### src/rtl/rsk_pkg.sv
`timescale 1ns / 1ps
// ----------------------------------------------------------------------------
// rsk_pkg
// Shared types, register map and constants of the RMS soft-knee compressor.
// ----------------------------------------------------------------------------
package rsk_pkg;

  // datapath operations, one per controller state
  typedef enum logic [4:0] {
    OP_NOP, OP_LOAD, OP_POWL, OP_POWR, OP_ENVC, OP_ENVM1, OP_ENVM2, OP_ENVS,
    OP_NORM, OP_LOG, OP_LVLM, OP_LVLS, OP_GCMP, OP_GSQ, OP_DIV, OP_GRM,
    OP_GRS, OP_GEXP, OP_GINT, OP_GMK, OP_GMR, OP_APL, OP_APR, OP_PUB
  } op_t;

  typedef struct packed {
    op_t        op;
    logic [2:0] step;
  } cmd_t;

  typedef struct packed {
    logic env_zero;
    logic in_knee;
  } sts_t;

  typedef struct packed {
    logic [23:0]        atk_coeff;
    logic [23:0]        rel_coeff;
    logic signed [15:0] threshold;
    logic [12:0]        knee;
    logic [15:0]        slope;
    logic [15:0]        makeup;
    logic [1:0]         chan;
  } cfg_t;

  // register indexes
  localparam logic [2:0] REG_ATTACK    = 3'd0;
  localparam logic [2:0] REG_RELEASE   = 3'd1;
  localparam logic [2:0] REG_THRESHOLD = 3'd2;
  localparam logic [2:0] REG_KNEE      = 3'd3;
  localparam logic [2:0] REG_SLOPE     = 3'd4;
  localparam logic [2:0] REG_MAKEUP    = 3'd5;
  localparam logic [2:0] REG_CHANNELS  = 3'd6;

  localparam logic [23:0] RST_ATTACK    = 24'd16400000;
  localparam logic [23:0] RST_RELEASE   = 24'd16700000;
  localparam logic [15:0] RST_THRESHOLD = 16'hEE00;   // -18 dB
  localparam logic [12:0] RST_KNEE      = 13'd1536;
  localparam logic [15:0] RST_SLOPE     = 16'd0;
  localparam logic [15:0] RST_MAKEUP    = 16'd16384;
  localparam logic [1:0]  RST_CHANNELS  = 2'd2;
  localparam logic [1:0]  CHAN_MONO     = 2'd1;

  localparam logic signed [16:0] LVL_FLOOR = -17'sd25600;  // -100 dB
  localparam logic [17:0] LOG_SCALE  = 18'd197283;  // 10*log10(2), Q.16
  localparam logic [13:0] OCT_SCALE  = 14'd10885;   // dB to octaves
  localparam logic [14:0] GR_MAX     = 15'd32767;
  localparam logic [4:0]  NORM_LAST  = 5'd4;
  localparam logic [4:0]  LOG_LAST   = 5'd15;
  localparam logic [4:0]  DIV_LAST   = 5'd25;

  // 2^-(i/16), Q1.16
  function automatic logic [16:0] exp_val(input logic [4:0] idx);
    logic [16:0] v;
    case (idx)
      5'd0:  v = 17'd65536;
      5'd1:  v = 17'd62757;
      5'd2:  v = 17'd60097;
      5'd3:  v = 17'd57549;
      5'd4:  v = 17'd55109;
      5'd5:  v = 17'd52773;
      5'd6:  v = 17'd50535;
      5'd7:  v = 17'd48393;
      5'd8:  v = 17'd46341;
      5'd9:  v = 17'd44376;
      5'd10: v = 17'd42495;
      5'd11: v = 17'd40693;
      5'd12: v = 17'd38968;
      5'd13: v = 17'd37316;
      5'd14: v = 17'd35734;
      5'd15: v = 17'd34219;
      default: v = 17'd32768;
    endcase
    return v;
  endfunction

endpackage

### src/rtl/rsk_ctrl.sv
`timescale 1ns / 1ps
// ----------------------------------------------------------------------------
// rsk_ctrl
// Sequencer: walks one frame through the datapath and owns the handshakes.
// ----------------------------------------------------------------------------
module rsk_ctrl (
  input  logic          clk,
  input  logic          rst,
  input  logic          s_tvalid,
  output logic          s_tready,
  output logic          m_tvalid,
  input  logic          m_tready,
  input  rsk_pkg::sts_t sts,
  output rsk_pkg::cmd_t cmd
);
  import rsk_pkg::*;

  typedef enum logic [4:0] {
    S_IDLE, S_POWL, S_POWR, S_ENVC, S_ENVM1, S_ENVM2, S_ENVS, S_NORM, S_LOG,
    S_LVLM, S_LVLS, S_GCMP, S_GSQ, S_DIV, S_GRM, S_GRS, S_GEXP, S_GINT,
    S_GMK, S_GMR, S_APL, S_APR, S_PUB
  } state_t;

  state_t     state;
  logic [4:0] cnt;
  logic       pub_ok;

  assign s_tready = (state == S_IDLE);
  assign pub_ok   = !m_tvalid || m_tready;

  always_comb begin
    cmd.step = cnt[2:0];
    case (state)
      S_IDLE:  cmd.op = s_tvalid ? OP_LOAD : OP_NOP;
      S_POWL:  cmd.op = OP_POWL;
      S_POWR:  cmd.op = OP_POWR;
      S_ENVC:  cmd.op = OP_ENVC;
      S_ENVM1: cmd.op = OP_ENVM1;
      S_ENVM2: cmd.op = OP_ENVM2;
      S_ENVS:  cmd.op = OP_ENVS;
      S_NORM:  cmd.op = OP_NORM;
      S_LOG:   cmd.op = OP_LOG;
      S_LVLM:  cmd.op = OP_LVLM;
      S_LVLS:  cmd.op = OP_LVLS;
      S_GCMP:  cmd.op = OP_GCMP;
      S_GSQ:   cmd.op = OP_GSQ;
      S_DIV:   cmd.op = OP_DIV;
      S_GRM:   cmd.op = OP_GRM;
      S_GRS:   cmd.op = OP_GRS;
      S_GEXP:  cmd.op = OP_GEXP;
      S_GINT:  cmd.op = OP_GINT;
      S_GMK:   cmd.op = OP_GMK;
      S_GMR:   cmd.op = OP_GMR;
      S_APL:   cmd.op = OP_APL;
      S_APR:   cmd.op = OP_APR;
      S_PUB:   cmd.op = pub_ok ? OP_PUB : OP_NOP;
      default: cmd.op = OP_NOP;
    endcase
  end

  always_ff @(posedge clk) begin
    if (rst) begin
      state    <= S_IDLE;
      cnt      <= '0;
      m_tvalid <= 1'b0;
    end else begin
      if (state == S_PUB && pub_ok) m_tvalid <= 1'b1;
      else if (m_tready) m_tvalid <= 1'b0;
      case (state)
        S_IDLE:  if (s_tvalid) state <= S_POWL;
        S_POWL:  state <= S_POWR;
        S_POWR:  state <= S_ENVC;
        S_ENVC:  state <= S_ENVM1;
        S_ENVM1: state <= S_ENVM2;
        S_ENVM2: state <= S_ENVS;
        S_ENVS: begin
          state <= S_NORM;
          cnt   <= '0;
        end
        S_NORM: begin
          // empty envelope takes the floor level, no log needed
          if (sts.env_zero) begin
            state <= S_LVLM;
          end else if (cnt == NORM_LAST) begin
            state <= S_LOG;
            cnt   <= '0;
          end else begin
            cnt <= cnt + 5'd1;
          end
        end
        S_LOG: begin
          if (cnt == LOG_LAST) state <= S_LVLM;
          else cnt <= cnt + 5'd1;
        end
        S_LVLM:  state <= S_LVLS;
        S_LVLS:  state <= S_GCMP;
        S_GCMP:  state <= S_GSQ;
        S_GSQ: begin
          cnt   <= '0;
          state <= sts.in_knee ? S_DIV : S_GRM;
        end
        S_DIV: begin
          if (cnt == DIV_LAST) state <= S_GRM;
          else cnt <= cnt + 5'd1;
        end
        S_GRM:   state <= S_GRS;
        S_GRS:   state <= S_GEXP;
        S_GEXP:  state <= S_GINT;
        S_GINT:  state <= S_GMK;
        S_GMK:   state <= S_GMR;
        S_GMR:   state <= S_APL;
        S_APL:   state <= S_APR;
        S_APR:   state <= S_PUB;
        S_PUB: begin
          if (pub_ok) state <= S_IDLE;
        end
        default: state <= S_IDLE;
      endcase
    end
  end

endmodule

### config.mk
export PLATFORM = sky130hd
export DESIGN_NAME = rsk_ctrl
export DESIGN_NICKNAME = d
export VERILOG_FILES = /design/src/rtl/rsk_pkg.sv /design/src/rtl/rsk_ctrl.sv
export SDC_FILE = /design/constraint.sdc
export NUM_CORES = 1
export LEC_CHECK = 0
export BUFFER_PORTS_ARGS = -buffer_cell sky130_fd_sc_hd__buf_2
export CORE_MARGIN = 2
export CORE_UTILIZATION = 55
export DETAILED_ROUTE_END_ITERATION = 10
export PLACE_DENSITY = 0.83
export SLEW_MARGIN = 20
export SYNTH_ARGS = -nofsm -noshare
export SYNTH_HDL_FRONTEND = slang
export SYNTH_SLANG_ARGS = --single-unit
### constraint.sdc
create_clock -name clk -period 2.65 [get_ports clk]
set_input_delay 0.53 -clock clk [delete_from_list [all_inputs] [get_ports clk]]
set_output_delay 0.53 -clock clk [all_outputs]
set_load 0.02 [all_outputs]
==> impl_metrics.toml <==
[power]
power.ir.vdd_worst_uv = 329
cellPowerDensity_mw_per_mm2 = 777
leakagePower_uw = 0.000415

[global_route]
grt_util_all_layers = 0.234
grt_start_max_net_pins = 25
globalRouteOverflowTotal = 0
grt_pass1_wl_mm = 3.63
grt_antenna_before_repair = 0
first_global_vias = 816

[clock_tree]
clock_insertion_delay_at_the_later_pin_of_the_skew_report_ns = 0.28
cts_sinks = 11
clk_transition_reported_paths_ns = 0.08
number_of_buffers_inserted_to_repair_setup_after_cts = 0
holdBufCountCts = 0
tritoncts = "done"
cts_htree_levels = 1
cts_resized = 0
cts_buffers = 3
clock_buffer_depth = 2
clock_tree.root_cell = "sky130_fd_sc_hd__clkbuf_4"

[routing]
drt-initial-drc-count = 59
detail_route.drc_violations = 0
drt_first_pass_iters = 4
post_drt_via_cell_ratio = 6.12
drt_wl_total_mm = 2.22
vias = 1003
drt.antenna.violating_nets = 0
routed_wire_length_per_instance_um = 13.6

[synthesis]
synth_common_cells = "sky130_fd_sc_hd__nor2_1, sky130_fd_sc_hd__dfxtp_1, sky130_fd_sc_hd__a21oi_1"
yosysTopAreaCellShare = 0.224
yosysMostFrequentCell = "sky130_fd_sc_hd__nor2_1"
top_cell_type_by_total_area_after_synthesis = "sky130_fd_sc_hd__dfxtp_1"
fraction_of_the_yosys_area_taken_by_sequential_cells = 0.224
syn-num-nets = 141
synth.distinct_cells = 47
synth-async-reset-ratio = 0
ys_top_cells_by_area = "sky130_fd_sc_hd__dfxtp_1, sky130_fd_sc_hd__nor2_1, sky130_fd_sc_hd__ha_1"
ys_warn_count = 0
synthCells = 131
postSynthAreaPerCell_um2 = 7.51
syn-cell-area_um2 = 983
predominant_post_synthesis_flop_cell = "sky130_fd_sc_hd__dfxtp_1"
synth.ff_latch_count = 11
post_synth_edffs = 0

[placement]
placement.io_buffers = 15
finalWeightedCongestion = 0.882
dp_hpwl_mm = 1.63

[critical_path]
critical_path_cell_by_cell = "inv_1 > a21boi_0 > o311ai_0 > buf_2"
cp_top_delay_family = "compound AO/OA/AOI/OAI gates"
timing.critical_path.arrival_ns = 1.86
worst_ep_required_time_ns = 2.12
critical_path_peak_fanout = 13
timing.critical_path.slowest_cell_delay_ns = 0.57
startpoint_type = "flop"
number_of_buffer_and_inverter_stages_on_the_critical_path = 2
crit_path_end_kind = "primary output"
critical_path.slowest_cell = "sky130_fd_sc_hd__dfxtp_1"
critPathKind = "reg -> out"

[sta]
rsz_0062_raised_after_global_routing = "no"
finalClockSkew_ns = 0.00969
part_of_the_cycle_the_worst_path_needs = 0.904
setup_tns_ns = 0
finalSetupViolCount = 0
relSlewSlack = 0.539
worst-slew-pin-transition_ns = 0.691
max_clock_freq_ghz = 0.418
timing.final.max_slew_violations = 0
final.min_clock_period_ns = 2.39
hold_viol_final = 0

[layout]
design.final.nets = 150
filler_cell_count = 149
syn2layout_area_growth_pct = 7.12
layout.core_utilization = 0.617
antenna-diode-count = 0
final_layout_size_suffix_gt1_frac = 0.194

[floorplanning]
std_cell_rows = 15
top_level_ports = 16
area_enclosed_by_the_die_boundary_mm2 = 0.00214
start_util = 0.576
die_y_um = 46.3
die_w_um = 46.3
core_mm2 = 0.00171

[min_path]
holdCritPathClass = "reg -> reg"

[job]
max-cap-violations = 0

[outcome]
outcome = "finished clean"
## cells by family after synthesis
family / after synthesis / synth area share
buffers and inverters: 16 / 0.0840
and+or+nand+nor: 62 / 0.372
DFF: 11 / 0.224
xor gates and xnor gates: 1 / 0.00891
adders and majority gates: 4 / 0.0509
AOI/OAI and AO/OA: 37 / 0.261
## worst min-delay path: cells and delay by family, from the launching register on
kind | cells | cell delay (ns)
DFF | 1 | 0.34
AOI/OAI and AO/OA | 1 | 0.05
and+or+nand+nor | 1 | 0.07
## final cells by class
| class | instances | area, um^2 | area share |
|---|---|---|---|
| Tap cell | 25 | 31.3 | 0.0297 |
| Sequential cell | 11 | 220 | 0.209 |
| Multi-Input combinational cell | 104 | 681 | 0.646 |
| Timing Repair Buffer | 15 | 75.1 | 0.0713 |
| Clock inverter | 1 | 5.00 | 0.00475 |
| Inverter | 5 | 18.8 | 0.0178 |
| Clock buffer | 3 | 22.5 | 0.0214 |
## through the flow
stage	power [uW]	cells	hold WS [ns]	worst slack (ns)	area, um^2
floorplan	609	131	0.464	0.538	983
global placement	689	160	0.484	0.566	1030
detailed placement	699	160	0.493	0.554	1030
CTS	817	164	0.512	0.296	1050
global route	876	164	0.547	0.149	1050
finish	819	164	0.507	0.255	1050
## placed cells by master, fill, tap and decap left out, types with 2 or more instances in the layout
cell type                   netlist  layout
sky130_fd_sc_hd__a21boi_0         2       2
sky130_fd_sc_hd__a21oi_1          9       9
sky130_fd_sc_hd__a311oi_1         2       2
sky130_fd_sc_hd__and3_1           3       3
sky130_fd_sc_hd__buf_2            3      15
sky130_fd_sc_hd__clkbuf_4         0       3
sky130_fd_sc_hd__dfxtp_1         11      11
sky130_fd_sc_hd__ha_1             4       4
sky130_fd_sc_hd__inv_1            5       5
sky130_fd_sc_hd__nand2_1          7       7
sky130_fd_sc_hd__nand2b_1         5       5
sky130_fd_sc_hd__nand3_1          2       2
sky130_fd_sc_hd__nand3b_1         2       2
sky130_fd_sc_hd__nor2_1          14      14
sky130_fd_sc_hd__nor2b_1          5       5
sky130_fd_sc_hd__nor3_1           6       6
sky130_fd_sc_hd__nor3b_1          2       2
sky130_fd_sc_hd__nor4_1           4       4
sky130_fd_sc_hd__o21ai_0          7       7
sky130_fd_sc_hd__o2bb2ai_1        2       2
sky130_fd_sc_hd__or2_2            2       2
sky130_fd_sc_hd__or3_1            3       3
## layer usage
| layer | up-vias | GRT usage | wire length [um] |
|---|---|---|---|
| met5 | - | 0 | 0 |
| met4 | 0 | 0.137 | 42 |
| met3 | 4 | 0.0314 | 205 |
| met2 | 49 | 0.333 | 982 |
| met1 | 454 | 0.330 | 993 |
| li1 | 496 | - | - |
## power breakdown
part | total (uW) | switching, uW | internal, uW
combinational | 424 | 235 | 188
clock | 119 | 63.0 | 56.0
sequential | 276 | 84.8 | 192
total | 819 | 383 | 436
## final timing paths
check,slack [ns],start,cells past startpoint,to
min,0.51,cnt[4],2,cnt[4]
max reg2reg,0.54,cnt[0],8,cnt[3]
max,0.26,state[3],4,cmd[3]
min reg2reg,0.51,cnt[4],2,cnt[4]
## registers in the layout (all words and copies together), names as in the netlist
| signal | cells |
|---|---|
| cnt | 5 |
| state | 5 |
| m_tvalid | 1 |
No activity file was read; power rests on OpenSTA's default activity.
